**src/rtl/cdo_pkg.sv**
```systemverilog
// Shared types, constants and calendar functions for the date offset block.
package cdo_pkg;

  // Field widths of the transfer payloads.
  localparam int YEAR_W  = 14;
  localparam int MONTH_W = 4;
  localparam int DAY_W   = 5;
  localparam int OFF_W   = 16;

  // Running day count: start day plus a signed 16-bit offset needs 17 signed bits.
  localparam int WALK_W = OFF_W + 1;

  // Highest year the walk may reach.
  localparam logic [YEAR_W-1:0] YEAR_LIMIT = 14'd9999;

  // Division by 100 through a reciprocal: q = (y * DIV100_MUL) >> DIV100_SHIFT.
  // Exact for every 14-bit year.
  localparam int DIV100_SHIFT = 20;
  localparam logic [YEAR_W-1:0] DIV100_MUL = 14'd10486;
  localparam int PROD_W = 2 * YEAR_W;
  localparam int QUO_W  = 8;
  localparam int CENT_W = QUO_W + 7;
  localparam logic [CENT_W-1:0] CENTURY = 15'd100;

  // Month codes that the walk treats specially.
  localparam logic [MONTH_W-1:0] MONTH_JAN = 4'd1;
  localparam logic [MONTH_W-1:0] MONTH_FEB = 4'd2;
  localparam logic [MONTH_W-1:0] MONTH_DEC = 4'd12;

  // Length of December, and the day the walk saturates to.
  localparam logic [DAY_W-1:0] DAYS_DEC  = 5'd31;
  localparam logic [DAY_W-1:0] FIRST_DAY = 5'd1;

  // Commands from the controller to the datapath.
  typedef struct packed {
    logic load;   // capture an accepted input transfer
    logic div;    // compute year / 100
    logic leap;   // compute the leap flag of the current year
    logic check;  // record whether the start date is invalid
    logic step;   // move one month
    logic emit;   // load the result register
  } cdo_cmd_t;

  // Status from the datapath to the controller.
  typedef struct packed {
    logic invalid;    // start date is not a calendar date
    logic walk_done;  // the day count lies inside the current month
    logic year_wrap;  // the next step crosses a year boundary
    logic ovf_hit;    // the next step leaves the year range
  } cdo_sts_t;

  // Days in a month; months outside 1..12 have no days.
  function automatic logic [DAY_W-1:0] month_days(input logic [MONTH_W-1:0] m,
                                                   input logic leap);
    logic [DAY_W-1:0] len;
    unique case (m)
      4'd1, 4'd3, 4'd5, 4'd7, 4'd8, 4'd10, 4'd12: len = 5'd31;
      4'd4, 4'd6, 4'd9, 4'd11:                    len = 5'd30;
      4'd2:                                       len = leap ? 5'd29 : 5'd28;
      default:                                    len = 5'd0;
    endcase
    return len;
  endfunction

endpackage

```
**src/rtl/cdo_if.sv**
```systemverilog
// Handshake interfaces for the request and response channels.
interface cdo_req_if;
  logic                           valid;
  logic                           ready;
  logic [cdo_pkg::YEAR_W-1:0]     start_year;
  logic [cdo_pkg::MONTH_W-1:0]    start_month;
  logic [cdo_pkg::DAY_W-1:0]      start_day;
  logic signed [cdo_pkg::OFF_W-1:0] day_offset;

  modport source (output valid, start_year, start_month, start_day, day_offset,
                  input ready);
  modport sink   (input valid, start_year, start_month, start_day, day_offset,
                  output ready);
endinterface

interface cdo_rsp_if;
  logic                        valid;
  logic                        ready;
  logic [cdo_pkg::YEAR_W-1:0]  result_year;
  logic [cdo_pkg::MONTH_W-1:0] result_month;
  logic [cdo_pkg::DAY_W-1:0]   result_day;
  logic                        bad_input;
  logic                        year_overflow;

  modport source (output valid, result_year, result_month, result_day, bad_input,
                  year_overflow, input ready);
  modport sink   (input valid, result_year, result_month, result_day, bad_input,
                  year_overflow, output ready);
endinterface

```
**src/rtl/cdo_ctrl.sv**
```systemverilog
// Controller state machine that sequences validation and the month walk.
module cdo_ctrl (
  input  logic              clk,
  input  logic              rst,
  input  logic              req_valid,
  output logic              req_ready,
  output logic              rsp_valid,
  input  logic              rsp_ready,
  input  cdo_pkg::cdo_sts_t sts,
  output cdo_pkg::cdo_cmd_t cmd
);
  import cdo_pkg::*;

  typedef enum logic [5:0] {
    S_IDLE  = 6'b000001,
    S_DIV   = 6'b000010,
    S_LEAP  = 6'b000100,
    S_CHECK = 6'b001000,
    S_WALK  = 6'b010000,
    S_EMIT  = 6'b100000
  } state_t;

  state_t state, state_next;
  logic   walking, walking_next;
  logic   out_free;

  // The result register can take a new result when empty or being drained.
  assign out_free  = !rsp_valid || rsp_ready;
  assign req_ready = (state == S_IDLE);

  // Next state and commands.
  always_comb begin
    state_next   = state;
    walking_next = walking;
    cmd          = '0;
    unique case (state)
      S_IDLE: begin
        if (req_valid) begin
          cmd.load     = 1'b1;
          walking_next = 1'b0;
          state_next   = S_DIV;
        end
      end
      S_DIV: begin
        cmd.div    = 1'b1;
        state_next = S_LEAP;
      end
      S_LEAP: begin
        cmd.leap   = 1'b1;
        state_next = walking ? S_WALK : S_CHECK;
      end
      S_CHECK: begin
        cmd.check = 1'b1;
        if (sts.invalid) begin
          state_next = S_EMIT;
        end else begin
          walking_next = 1'b1;
          state_next   = S_WALK;
        end
      end
      S_WALK: begin
        priority if (sts.walk_done) begin
          state_next = S_EMIT;
        end else if (sts.ovf_hit) begin
          cmd.step   = 1'b1;
          state_next = S_EMIT;
        end else if (sts.year_wrap) begin
          // A new year needs its leap flag before the next step.
          cmd.step   = 1'b1;
          state_next = S_DIV;
        end else begin
          cmd.step = 1'b1;
        end
      end
      S_EMIT: begin
        if (out_free) begin
          cmd.emit   = 1'b1;
          state_next = S_IDLE;
        end
      end
      default: begin
        state_next = S_IDLE;
      end
    endcase
  end

  // State and response valid registers.
  always_ff @(posedge clk) begin
    if (rst) begin
      state     <= S_IDLE;
      walking   <= 1'b0;
      rsp_valid <= 1'b0;
    end else begin
      state   <= state_next;
      walking <= walking_next;
      if (cmd.emit) begin
        rsp_valid <= 1'b1;
      end else if (rsp_ready) begin
        rsp_valid <= 1'b0;
      end
    end
  end

endmodule

```
**src/rtl/cdo_dp.sv**
```systemverilog
// Datapath: date registers, leap-year unit, month step and result register.
module cdo_dp (
  input  logic                              clk,
  input  cdo_pkg::cdo_cmd_t                 cmd,
  output cdo_pkg::cdo_sts_t                 sts,
  input  logic [cdo_pkg::YEAR_W-1:0]        start_year,
  input  logic [cdo_pkg::MONTH_W-1:0]       start_month,
  input  logic [cdo_pkg::DAY_W-1:0]         start_day,
  input  logic signed [cdo_pkg::OFF_W-1:0]  day_offset,
  output logic [cdo_pkg::YEAR_W-1:0]        result_year,
  output logic [cdo_pkg::MONTH_W-1:0]       result_month,
  output logic [cdo_pkg::DAY_W-1:0]         result_day,
  output logic                              bad_input,
  output logic                              year_overflow
);
  import cdo_pkg::*;

  logic [YEAR_W-1:0]        year;
  logic [MONTH_W-1:0]       month;
  logic signed [WALK_W-1:0] day;
  logic [DAY_W-1:0]         day0;
  logic                     backward;
  logic                     bad;
  logic                     ovf;
  logic [QUO_W-1:0]         quo;
  logic                     leap;

  logic [PROD_W-1:0]        prod;
  logic [CENT_W-1:0]        cent_prod;
  logic                     cent;
  logic [DAY_W-1:0]         dim;
  logic [DAY_W-1:0]         dim_prev;
  logic signed [WALK_W-1:0] dim_s;
  logic signed [WALK_W-1:0] dim_prev_s;
  logic signed [WALK_W-1:0] day_init;

  // Year / 100 by reciprocal multiply; the quotient is registered.
  assign prod = {{YEAR_W{1'b0}}, year} * {{YEAR_W{1'b0}}, DIV100_MUL};

  // A year is a century when quotient * 100 gives it back.
  assign cent_prod = {{(CENT_W-QUO_W){1'b0}}, quo} * CENTURY;
  assign cent      = (cent_prod == {{(CENT_W-YEAR_W){1'b0}}, year});

  // Month lengths for the current and the preceding month.
  assign dim        = month_days(month, leap);
  assign dim_prev   = month_days(month - MONTH_JAN, leap);
  assign dim_s      = signed'({{(WALK_W-DAY_W){1'b0}}, dim});
  assign dim_prev_s = signed'({{(WALK_W-DAY_W){1'b0}}, dim_prev});
  assign day_init   = signed'({{(WALK_W-DAY_W){1'b0}}, start_day})
                    + signed'({{(WALK_W-OFF_W){day_offset[OFF_W-1]}}, day_offset});

  // Status for the controller.
  always_comb begin
    sts.invalid   = (month < MONTH_JAN) || (month > MONTH_DEC) || (day0 == '0) ||
                    (day0 > dim) || (year > YEAR_LIMIT);
    sts.walk_done = backward ? (day >= signed'(WALK_W'(1))) : (day <= dim_s);
    sts.year_wrap = backward ? (month == MONTH_JAN) : (month == MONTH_DEC);
    sts.ovf_hit   = sts.year_wrap && (backward ? (year == '0) : (year >= YEAR_LIMIT));
  end

  // Working registers.
  always_ff @(posedge clk) begin
    if (cmd.load) begin
      year     <= start_year;
      month    <= start_month;
      day0     <= start_day;
      day      <= day_init;
      backward <= day_offset[OFF_W-1];
      ovf      <= 1'b0;
    end
    if (cmd.div) begin
      quo <= prod[DIV100_SHIFT +: QUO_W];
    end
    if (cmd.leap) begin
      leap <= (cent && (quo[1:0] == 2'b00)) || (!cent && (year[1:0] == 2'b00));
    end
    if (cmd.check) begin
      bad <= sts.invalid;
    end
    // One month forward or back.
    if (cmd.step) begin
      if (!backward) begin
        if (month == MONTH_DEC) begin
          if (year >= YEAR_LIMIT) begin
            ovf   <= 1'b1;
            year  <= YEAR_LIMIT;
            month <= MONTH_DEC;
            day   <= signed'({{(WALK_W-DAY_W){1'b0}}, DAYS_DEC});
          end else begin
            year  <= year + YEAR_W'(1);
            month <= MONTH_JAN;
            day   <= day - dim_s;
          end
        end else begin
          month <= month + MONTH_W'(1);
          day   <= day - dim_s;
        end
      end else begin
        if (month == MONTH_JAN) begin
          if (year == '0) begin
            ovf   <= 1'b1;
            month <= MONTH_JAN;
            day   <= signed'({{(WALK_W-DAY_W){1'b0}}, FIRST_DAY});
          end else begin
            // December has the same length in every year.
            year  <= year - YEAR_W'(1);
            month <= MONTH_DEC;
            day   <= day + signed'({{(WALK_W-DAY_W){1'b0}}, DAYS_DEC});
          end
        end else begin
          month <= month - MONTH_W'(1);
          day   <= day + dim_prev_s;
        end
      end
    end
  end

  // Result register.
  always_ff @(posedge clk) begin
    if (cmd.emit) begin
      if (bad) begin
        result_year   <= '0;
        result_month  <= '0;
        result_day    <= '0;
        bad_input     <= 1'b1;
        year_overflow <= 1'b0;
      end else begin
        result_year   <= year;
        result_month  <= month;
        result_day    <= day[DAY_W-1:0];
        bad_input     <= 1'b0;
        year_overflow <= ovf;
      end
    end
  end

endmodule

```
**src/rtl/calendar_date_day_offset_core.sv**
```systemverilog
// Top level of the Gregorian date offset block.
//
//   Port  Direction  Transfer contents
//   req   sink       start_year, start_month, start_day, day_offset
//   rsp   source     result_year, result_month, result_day, bad_input, year_overflow
//
// One date is processed at a time. After its transfer an item is checked in S_DIV, S_LEAP
// and S_CHECK; an invalid date then goes straight to S_EMIT. A valid one walks month by
// month in S_WALK until the walk is found finished, and passes S_DIV and S_LEAP again at
// each year boundary crossed (the leap-year unit recomputes year / 100 and the leap flag).
// S_EMIT loads the result, and the next request transfer is taken in S_IDLE.
// Reset is synchronous and clears the controller and the response valid flag.
// A new request is accepted while an earlier result waits on rsp; a finished date
// waits in the controller until the result register frees up.
module calendar_date_day_offset_core (
  input logic       clk,
  input logic       rst,
  cdo_req_if.sink   req,
  cdo_rsp_if.source rsp
);
  import cdo_pkg::*;

  cdo_cmd_t cmd;
  cdo_sts_t sts;

  // Sequencing.
  cdo_ctrl u_ctrl (
    .clk       (clk),
    .rst       (rst),
    .req_valid (req.valid),
    .req_ready (req.ready),
    .rsp_valid (rsp.valid),
    .rsp_ready (rsp.ready),
    .sts       (sts),
    .cmd       (cmd)
  );

  // Date arithmetic.
  cdo_dp u_dp (
    .clk           (clk),
    .cmd           (cmd),
    .sts           (sts),
    .start_year    (req.start_year),
    .start_month   (req.start_month),
    .start_day     (req.start_day),
    .day_offset    (req.day_offset),
    .result_year   (rsp.result_year),
    .result_month  (rsp.result_month),
    .result_day    (rsp.result_day),
    .bad_input     (rsp.bad_input),
    .year_overflow (rsp.year_overflow)
  );

endmodule

```
**src/flat_wrapper.sv**
```systemverilog
// flat-port wrapper written by rule: the top's interface ports become plain ports
module calendar_date_day_offset_core_flat import cdo_pkg::*;
  (clk, rst, req_valid, req_start_year, req_start_month, req_start_day, req_day_offset, req_ready, rsp_valid, rsp_result_year, rsp_result_month, rsp_result_day, rsp_bad_input, rsp_year_overflow, rsp_ready);
  cdo_req_if req_i ();
  cdo_rsp_if rsp_i ();
  input logic clk;
  input logic rst;
  input wire logic [$bits(req_i.valid)-1:0] req_valid;
  input wire logic [$bits(req_i.start_year)-1:0] req_start_year;
  input wire logic [$bits(req_i.start_month)-1:0] req_start_month;
  input wire logic [$bits(req_i.start_day)-1:0] req_start_day;
  input wire logic [$bits(req_i.day_offset)-1:0] req_day_offset;
  output wire logic [$bits(req_i.ready)-1:0] req_ready;
  output wire logic [$bits(rsp_i.valid)-1:0] rsp_valid;
  output wire logic [$bits(rsp_i.result_year)-1:0] rsp_result_year;
  output wire logic [$bits(rsp_i.result_month)-1:0] rsp_result_month;
  output wire logic [$bits(rsp_i.result_day)-1:0] rsp_result_day;
  output wire logic [$bits(rsp_i.bad_input)-1:0] rsp_bad_input;
  output wire logic [$bits(rsp_i.year_overflow)-1:0] rsp_year_overflow;
  input wire logic [$bits(rsp_i.ready)-1:0] rsp_ready;
  assign req_i.valid = req_valid;
  assign req_i.start_year = req_start_year;
  assign req_i.start_month = req_start_month;
  assign req_i.start_day = req_start_day;
  assign req_i.day_offset = req_day_offset;
  assign req_ready = req_i.ready;
  assign rsp_valid = rsp_i.valid;
  assign rsp_result_year = rsp_i.result_year;
  assign rsp_result_month = rsp_i.result_month;
  assign rsp_result_day = rsp_i.result_day;
  assign rsp_bad_input = rsp_i.bad_input;
  assign rsp_year_overflow = rsp_i.year_overflow;
  assign rsp_i.ready = rsp_ready;
  calendar_date_day_offset_core u_core (.clk(clk), .rst(rst), .req(req_i), .rsp(rsp_i));
endmodule
```
**config.mk**
```make
export PLATFORM = sky130hd
export DESIGN_NAME = calendar_date_day_offset_core_flat
export DESIGN_NICKNAME = d
export VERILOG_FILES = /design/src/rtl/cdo_pkg.sv /design/src/rtl/cdo_if.sv /design/src/rtl/cdo_ctrl.sv /design/src/rtl/cdo_dp.sv /design/src/rtl/calendar_date_day_offset_core.sv /design/src/flat_wrapper.sv
export SDC_FILE = /design/constraint.sdc
export NUM_CORES = 1
export LEC_CHECK = 0
export BUFFER_PORTS_ARGS = -buffer_cell sky130_fd_sc_hd__buf_2
export CAP_MARGIN = 20
export CORE_UTILIZATION = 25
export CTS_CLUSTER_SIZE = 40
export DETAILED_ROUTE_END_ITERATION = 10
export PLACE_DENSITY = 0.51
export SYNTH_ARGS = -nofsm -noshare
export SYNTH_HDL_FRONTEND = slang
export SYNTH_HIERARCHICAL = 1
export SYNTH_SLANG_ARGS = --single-unit
```
**constraint.sdc**
```tcl
create_clock -name clk -period 6 [get_ports clk]
set_input_delay 0 -clock clk [delete_from_list [all_inputs] [get_ports clk]]
set_output_delay 0 -clock clk [all_outputs]
set_load 0.01 [all_outputs]
```
# Word level (Yosys, flattened, before mapping)
# Index checks and enable logic that the tools add are counted.
word_totals:
  register_bits: 85
  inputBits: 43
  out_inout_bits: 27
  elab_cells: 150
op_classes:
  n_addsub: 8
  multipliers: 2
  magnitude_cmp: 7
  n_eq_ne: 35
  n_mux: 57
  n_reduce_logical: 24
ops:
  columns: ["op", "count"]
  rows:
  - ["17-bit 2-to-1 mux", 7]
  - ["14-bit 2-to-1 mux", 7]
  - ["4-bit equality test (second input constant)", 10]
  - ["6-bit 2-to-1 mux", 6]
  - ["6-bit one-hot mux with 6 select lines", 1]
  - ["4-bit by 3-bit equality test with 1-bit output (second input constant)", 8]
  - ["5-bit one-hot mux with 3 select lines", 2]
  - ["4-bit 2-to-1 mux", 7]
  - ["14-bit by 13-bit multiplier with 27-bit output (second input constant)", 1]
  - ["1-bit 2-to-1 mux", 25]
  - ["17-bit by 6-bit adder with 17-bit output", 1]
  - ["17-bit by 6-bit adder with 17-bit output (second input constant)", 1]
  - ["6-bit by 16-bit adder with 17-bit output", 1]
  - ["17-bit by 2-bit greater-or-equal comparator with 1-bit output (second input constant)", 1]
  - ["17-bit by 6-bit less-or-equal comparator with 1-bit output", 1]
  - ["17-bit by 6-bit subtractor with 17-bit output", 1]
  - ["4-bit by 2-bit equality test with 1-bit output (second input constant)", 4]
  - ["15-bit by 14-bit equality test with 1-bit output", 1]
  - ["14-bit by 1-bit adder with 14-bit output (second input constant)", 1]
  - ["14-bit greater-or-equal comparator (second input constant)", 1]
  - ["14-bit > comparator (second input constant)", 1]
  - ["14-bit zero test", 1]
  - ["7-bit OR reduction", 2]
  - ["14-bit by 1-bit subtractor with 14-bit output (second input constant)", 1]
  - ["25 further kinds", 41]

# Logic depth before layout (Yosys ltp)
# Gate-level depths: netlist of the first run.
depth:
  word_depth: 8
  ltp_mapped: 21
  ltp_nobuf: 19

# Cells and area by module
# The synthesis of the first run kept the hierarchy.
modules_own_cells:
  columns: ["module", "n_inst", "cells_each", "area_each_um2", "seq_area_each_um2"]
  rows:
  - ["cdo_dp", 1, 1125, 10450.0, 2162.1]
  - ["cdo_ctrl", 1, 52, 436.7, 160.2]

# Worst setup path before layout of the first run
# Ideal clock, no wire load.
synth_timing:
  path_kind: "flip-flop to flip-flop"
  start: "register u_core.u_dp.year[6]"
  end: "register u_core.u_dp.quo[2], data pin"
  setup_time_ps: 261
  t_arrival_ps: 4440
  slack_ps: 1299
  path_stages_with_launch: 15
  path_buffers: 0
  synth_period_minus_slack_ps: 4701
  cell_sequence: "dfxtp_1 > inv_1 > fa_1 > inv_1 > ha_1 > fa_1 > fa_1 > inv_1 > fa_1 > inv_1 > ha_1 > a2111o_1 > a211oi_1 > o21ai_0 > o311a_1"
synth_between:
  elab_chain_cells: 1
synth_lines:
  columns: ["element", "line_no", "rtl"]
  rows:
  - ["start: declaration", "cdo_dp.sv:18", "logic [YEAR_W-1:0] year;"]
  - ["start signal: assignment", "cdo_dp.sv:64", "year <= start_year;"]
  - ["start signal: assignment", "cdo_dp.sv:90", "year <= year + YEAR_W'(1);"]
  - ["start signal: assignment", "cdo_dp.sv:106", "year <= year - YEAR_W'(1);"]
  - ["14-bit by 13-bit multiplier with 27-bit output", "cdo_dp.sv:38", "assign prod = {{YEAR_W{1'b0}}, year} * {{YEAR_W{1'b0}}, DIV100_MUL};"]
  - ["named net u_core.u_dp.prod[22]", "cdo_dp.sv:28", "logic [PROD_W-1:0] prod;"]
  - ["end signal: assignment", "cdo_dp.sv:72", "quo <= prod[DIV100_SHIFT +: QUO_W];"]
  - ["end: declaration", "cdo_dp.sv:25", "logic [QUO_W-1:0] quo;"]
# The timed path passes the listed nets, and every way through them passes these cells.
# A chain may end at the register's enable or synchronous reset.

# Worst setup path after layout of the first run
layout_timing:
  start: "register u_core.u_dp.year[5]"
  end: "register u_core.u_dp.quo[5], data pin"
# The elaborated chain is that of the path after synthesis.

==> metrics.md, run 1 <==
| Metric | Value |
|---|---|
| Status | finished, final reports clean |
| RSZ-0062 raised after global routing | no |
| Yosys reg bits | 85 |
| Initial DRC count | roughly 600 |
| Final TNS setup | 0 ns |
| DRC errors left | 0 |
| Achievable frequency | 190 MHz |
| Post-synth top flop | edfxtp_1 |
| Non-filler cells, final | 1841 |
| Antenna diodes | 0 |
| CP Launch Type | register |
| Layout overhead on the synthesized area | 13.2% |
| Cell-by-cell trace of the critical path | inv_1 > fa_1 > inv_1 > ha_1 > fa_1 > inv_1 > fa_1 > fa_1 > inv_1 > ha_1 > nand3_1 > a211oi_1 > o22ai_1 > a31oi_1 > mux2i_1 > o2111ai_1 |
| Clock root cell | clkbuf_16 |
| Endpoint class of the critical path | register |
| Largest net degree at the start of global routing | 35 |
| Final setup vio count | 0 |
| Core Box Area | approximately 0.043 sq mm |
| Period utilisation layout | 0.875 |
| Syn_area_per_cell | between 9 and 10 sq um |
| # nets final | 1545 |
| DIE HEIGHT | 211 um |
| Crit-path slowest cell | fa_1 |
| DR vias | 9046 |
| Initial antenna violation count | 3 |
| Share of layout cells above drive strength 1 | 0.101 |
| PortBufs | between 60 and 70 |
| Wire length per cell | 17.2 um |
| Postcts setup bufs | 0 |
| Worst Reg2Reg Path Length in Cells | 16 |
| # IOs | 70 |
| Final RePlAce weighted congestion | 0.854 |
| First-pass GRT wire length | 50300 um |
| Die area | around 0.044 sq mm |
| Worst slew margin | 0.307 |
| Post-synth net total | 1471 |
| WHS Path Cells | 3 |
| Max Root-Sink Buffers | 2 |
| CTS Buf Count | 9 |
| Synth cell types | 86 |
| Dpl hpwl | 25500 um |
| # rows | 76 |
| Mapped cell area | approximately 0.011 sq mm |
| CP Class | register to register |
| Final Max Slew Viols | 0 |
| Routed WL | between 30000 and 40000 um |
| Max cap viols | 0 |
| Req. time, crit path | 6.10 ns |
| Cells after Synth | roughly 1.2k |
| Clock Sinks | 85 |
| Hold Fails Final Rpt | 0 |
| Initial Util | 0.253 |
| GRT Total Usage | 0.146 |
| Clock period minus worst slack | 5.25 ns |
| Min Hold Slack | 0.0326 ns |
| Max FO, Critical Path | 8 |
| Worst EP arrival | 5.35 ns |
| Ys Warns | 6 |
| Layout fillers | around 4.6k |
| H-tree depth | 3 |
| GRT overflow | 0 |
| EDFF count, synth | 62 |
| Worst-Skew Late Latency | 0.37 ns |
| Cells after DPL | about 1.8k |
| Biggest cell delay along the critical path | 0.57 ns |
| Final ANT Viol Nets | 0 |
| HP Class | primary input to register |
| DR pass1 iterations | 5 |
| Sequential element share of the synthesized area | 0.213 |
| Final Skew | 0.0149 ns |
| Vias/cell | 4.91 |
| CTS tree | built |
| Vias in the first global route | 8934 |
| FFs w/ async S/R, synth | 0 |
| Clock slew at reported path FFs | 0.07 ns |
| Slew at the pin with the worst max-slew slack | 1.04 ns |
| Die width | approximately 210 um |
critical path: cells and delay by family (launching register included):
family                     cells  cell delay (ns)
buffers and inverters          4             0.42
adders and majority gates      6             2.64
DFF                            1             0.55
muxes                          1             0.25
AOI/OAI and AO/OA              4             1.03
and+or+nand+nor                1             0.08
final timing paths:
path	startpoint	to	slack, ns
setup reg to reg	u_core/u_dp/year[5]$_DFF_P_	u_core/u_dp/quo[5]$_DFFE_PP_	0.75
setup / recovery	u_core/u_dp/year[5]$_DFF_P_	u_core/u_dp/quo[5]$_DFFE_PP_	0.75
hold / removal	req_day_offset[14]	u_core/u_dp/day[14]$_DFFE_PP_	0.03
hold reg to reg	u_core/u_ctrl/walking$_SDFFE_PP0P_	u_core/u_ctrl/state[3]$_SDFFE_PP0P_	0.45
layout by cell type (no fill, tap or decap), types with 7 or more instances in the layout:
cell type      count
a211oi_1          13
a21o_1            10
a21oi_1           54
a221oi_1           8
a31oi_1           12
and3_1            18
buf_2             69
buf_4             19
clkbuf_16          9
dfxtp_1           23
dlygate4sd3_1     14
edfxtp_1          62
fa_1              69
ha_1             182
inv_1            151
mux2i_1            7
nand2_1           65
nand2b_1           7
nand3_1           33
nand4_1            9
nor2_1            74
nor2b_1           15
nor3_1            18
o211ai_1          12
o21a_1            13
o21ai_0           74
o221ai_1           8
o22ai_1           11
or3_1              7
xnor2_1           43
xor2_1            24
routing by layer:
layer	GRT usage	vias to the layer above	wire length [um]
met4	0.0387	6	431
met5	0	-	45
met1	0.204	4426	15200
met3	0.0219	31	1700
li1	-	4349	-
met2	0.232	234	14300
logic make-up (layout without fill, tap and decap cells):
group                    Yosys count  in the layout  share of synthesized area
multiplexers                       8              8                    0.00850
flip-flops                        85             85                      0.213
adder cells (fa/ha/maj)          251            251                      0.336
AO/OA/AOI/OAI                    286            286                      0.177
AND/OR/NAND/NOR                  290            290                      0.139
XOR/XNOR                          67             67                     0.0539
buffers and inverters            190            269                     0.0725
sequential cells by signal, indices dropped and copies added, names as in the netlist:
name,count
u_core/u_dp/leap,1
u_core/u_ctrl/rsp_valid,1
u_core/u_dp/month,4
u_core/u_dp/year,14
u_core/u_dp/bad_input,1
u_core/u_dp/year_overflow,1
u_core/u_dp/result_day,5
u_core/u_dp/day0,5
u_core/u_dp/result_month,4
u_core/u_dp/result_year,14
u_core/u_dp/day,17
u_core/u_dp/ovf,1
u_core/u_dp/backward,1
u_core/u_ctrl/state,6
u_core/u_dp/quo,8
u_core/u_dp/bad,1
u_core/u_ctrl/walking,1
through the flow:
stage / worst slack [ns] / utilization / area, sq um
global route: 0.365 / 0.287 / 12300
detailed placement: 0.757 / 0.277 / 11900
floorplan: 1.30 / - / 10900
CTS: 0.717 / 0.287 / 12300
global placement: 0.812 / 0.277 / 11900
finish: 0.747 / 0.287 / 12300
final cells by class:
| class | count | area [sq um] | area share |
|---|---|---|---|
| clock buffers | 9 | 225 | 0.0183 |
| clock inverters | 7 | 57.6 | 0.00467 |
| inverters | 151 | 567 | 0.0460 |
| multi-input cells | 902 | 7790 | 0.632 |
| flip-flops and latches | 85 | 2320 | 0.189 |
| well taps | 585 | 732 | 0.0594 |
| repair buffers | 102 | 628 | 0.0510 |
cell usage after synthesis (9+ instances only):
cell type	number	area (sq um)
nand4_1	9	56.3
nand2_1	65	244
a21oi_1	54	270
ha_1	182	2280
a211oi_1	13	97.6
o22ai_1	11	68.8
nor2_1	76	285
edfxtp_1	62	1860
nand3_1	33	165
inv_1	151	567
nor3_1	18	90.1
a21o_1	10	75.1
fa_1	69	1380
xnor2_1	43	377
o21a_1	13	97.6
clkbuf_1	18	67.6
o211ai_1	12	90.1
a31oi_1	12	75.1
and3_1	18	113
nor2b_1	16	100
buf_2	10	50.1
o21ai_0	74	370
xor2_1	24	210
dfxtp_1	23	460
timing repair:
action                                 in CTS  in global routing
hold buffers                               14                  0
resized for setup                           0                  0
endpoints found under the hold margin      16                  0
Power of run 1 is left out: the tool's default activity adds up to more than one toggle a clock period on the data nets, which glitch-free logic cannot reach.
==> run 2: changes to the inputs <==
Settings changed: CTS_BUF_LIST set to sky130_fd_sc_hd__clkbuf_8.
==> metrics.md, run 2 (synthesis gave the netlist of run 1 again) <==
| Metric | Value |
|---|---|
| DR vias | 9099 |
| Clock slew at reported path FFs | approximately 0.1 ns |
| Biggest register | u_core/u_dp/day |
| Max cap viols | 0 |
| DR pass1 iterations | 5 |
| Die width | 211 um |
| GRT Total Usage | 0.146 |
| Worst-Skew Late Latency | 0.40 ns |
| CP Class | register to register |
| Final Max Slew Viols | 0 |
| Final Skew | ~0.016 ns |
| Final ANT Viol Nets | 0 |
| Initial DRC count | 584 |
| RSZ-0062 raised after global routing | no |
| Vias/cell | 4.92 |
| # nets final | 1552 |
| DIE HEIGHT | about 210 um |
| Clock period minus worst slack | 5.27 ns |
| Postcts setup bufs | 0 |
| Top Registers | u_core/u_dp/day: 17 flops, u_core/u_dp/result_year: 14 flops, u_core/u_dp/year: 14 flops |
| DRC errors left | 0 |
| First-pass GRT wire length | 50300 um |
| Max reg flops | 17 |
| Status | finished, final reports clean |
| Endpoint class of the critical path | register |
| Largest net degree at the start of global routing | 35 |
| PortBufs | 69 |
| Slew at the pin with the worst max-slew slack | 1.09 ns |
| Vias in the first global route | 8963 |
| Cells after DPL | 1811 |
| Routed WL | 31700 um |
| Req. time, crit path | just over 6 ns |
| # rows | 76 |
| H-tree depth | 3 |
| Clock root cell | clkbuf_8 |
| Achievable frequency | 190 MHz |
| Dpl hpwl | 25500 um |
| CTS tree | built |
| Initial antenna violation count | 0 |
| Wire length per cell | 17.1 um |
| Share of layout cells above drive strength 1 | 0.101 |
| Min Hold Slack | between 0.01 and 0.015 ns |
| Final setup vio count | 0 |
| GRT overflow | 0 |
| CTS Buf Count | 9 |
| HP Class | primary input to register |
| Layout fillers | 4597 |
| Initial Util | 0.253 |
| Core Box Area | ~0.043 sq mm |
| # IOs | 70 |
| Hold Fails Final Rpt | 0 |
| Final RePlAce weighted congestion | 0.854 |
| Most frequent cells in the layout | ha_1 (182), inv_1 (151), o21ai_0 (74), nor2_1 (74) |
| Clock Sinks | 85 |
| Max Root-Sink Buffers | 2 |
| Commonest non-fill, non-tap cell in the layout | ha_1 |
| CP Launch Type | register |
| Non-filler cells, final | around 1.8k |
| Layout overhead on the synthesized area | 12.9% |
| Die area | 0.0444 sq mm |
| Period utilisation layout | 0.878 |
| Worst slew margin | 0.273 |
| Worst EP arrival | 5.43 ns |
| Final TNS setup | 0 ns |
| Max FO, Critical Path | 8 |
## run 2: worst paths after layout
check	start	endpoint	slack, ns	cells past startpoint
min reg2reg	u_core/u_ctrl/walking$_SDFFE_PP0P_	u_core/u_ctrl/state[3]$_SDFFE_PP0P_	0.46	1
max reg2reg	u_core/u_dp/year[5]$_DFF_P_	u_core/u_dp/quo[6]$_DFFE_PP_	0.73	16
max	u_core/u_dp/year[5]$_DFF_P_	u_core/u_dp/quo[6]$_DFFE_PP_	0.73	16
min	req_start_year[9]	u_core/u_dp/year[9]$_DFF_P_	0.01	5
## run 2: area by class of cell
type | instances | area (sq um) | share of cell area
timing repair buffer | 109 | 698 | 0.0568
tap | 585 | 732 | 0.0596
inverter | 151 | 567 | 0.0461
antenna | 1 | 2.50 | 0.000204
sequential | 85 | 2320 | 0.189
multi-input combinational | 902 | 7790 | 0.634
clock buffer | 9 | 124 | 0.0101
clock inverter | 7 | 57.6 | 0.00468
## run 2: through the flow
| step | setup WS [ns] | util | area (sq um) |
|---|---|---|---|
| floorplan | 1.30 | - | 10900 |
| global placement | 0.812 | 0.277 | 11900 |
| detailed placement | 0.757 | 0.277 | 11900 |
| CTS | 0.709 | 0.286 | 12300 |
| global route | 0.358 | 0.286 | 12300 |
| finish | 0.731 | 0.286 | 12300 |
## run 2: critical path, stage by stage (launching register included)
cell      delay [ns]
dfxtp_1         0.57
inv_1           0.29
fa_1            0.57
inv_1           0.04
ha_1            0.21
fa_1            0.54
inv_1           0.05
fa_1            0.47
fa_1            0.55
inv_1           0.04
ha_1            0.30
o21ai_0         0.09
a211oi_1        0.26
nor2_1          0.06
o21ai_0         0.59
a31oi_1         0.21
xnor2_1         0.17
## run 2: layer usage
metal	up-vias	track usage	part of all wire
li1	4363	-	-
met5	-	0	0
met2	254	0.231	0.45
met3	31	0.0201	0.057
met4	0	0.0417	0.016
met1	4451	0.205	0.48
## run 2: what timing repair did
action | 4_1_cts | 5_1_grt
hold buffers | 21 | 0
hold endpoints to repair | 26 | 0
gates resized for setup | 0 | 0
Power of run 2 is left out for the same reason.
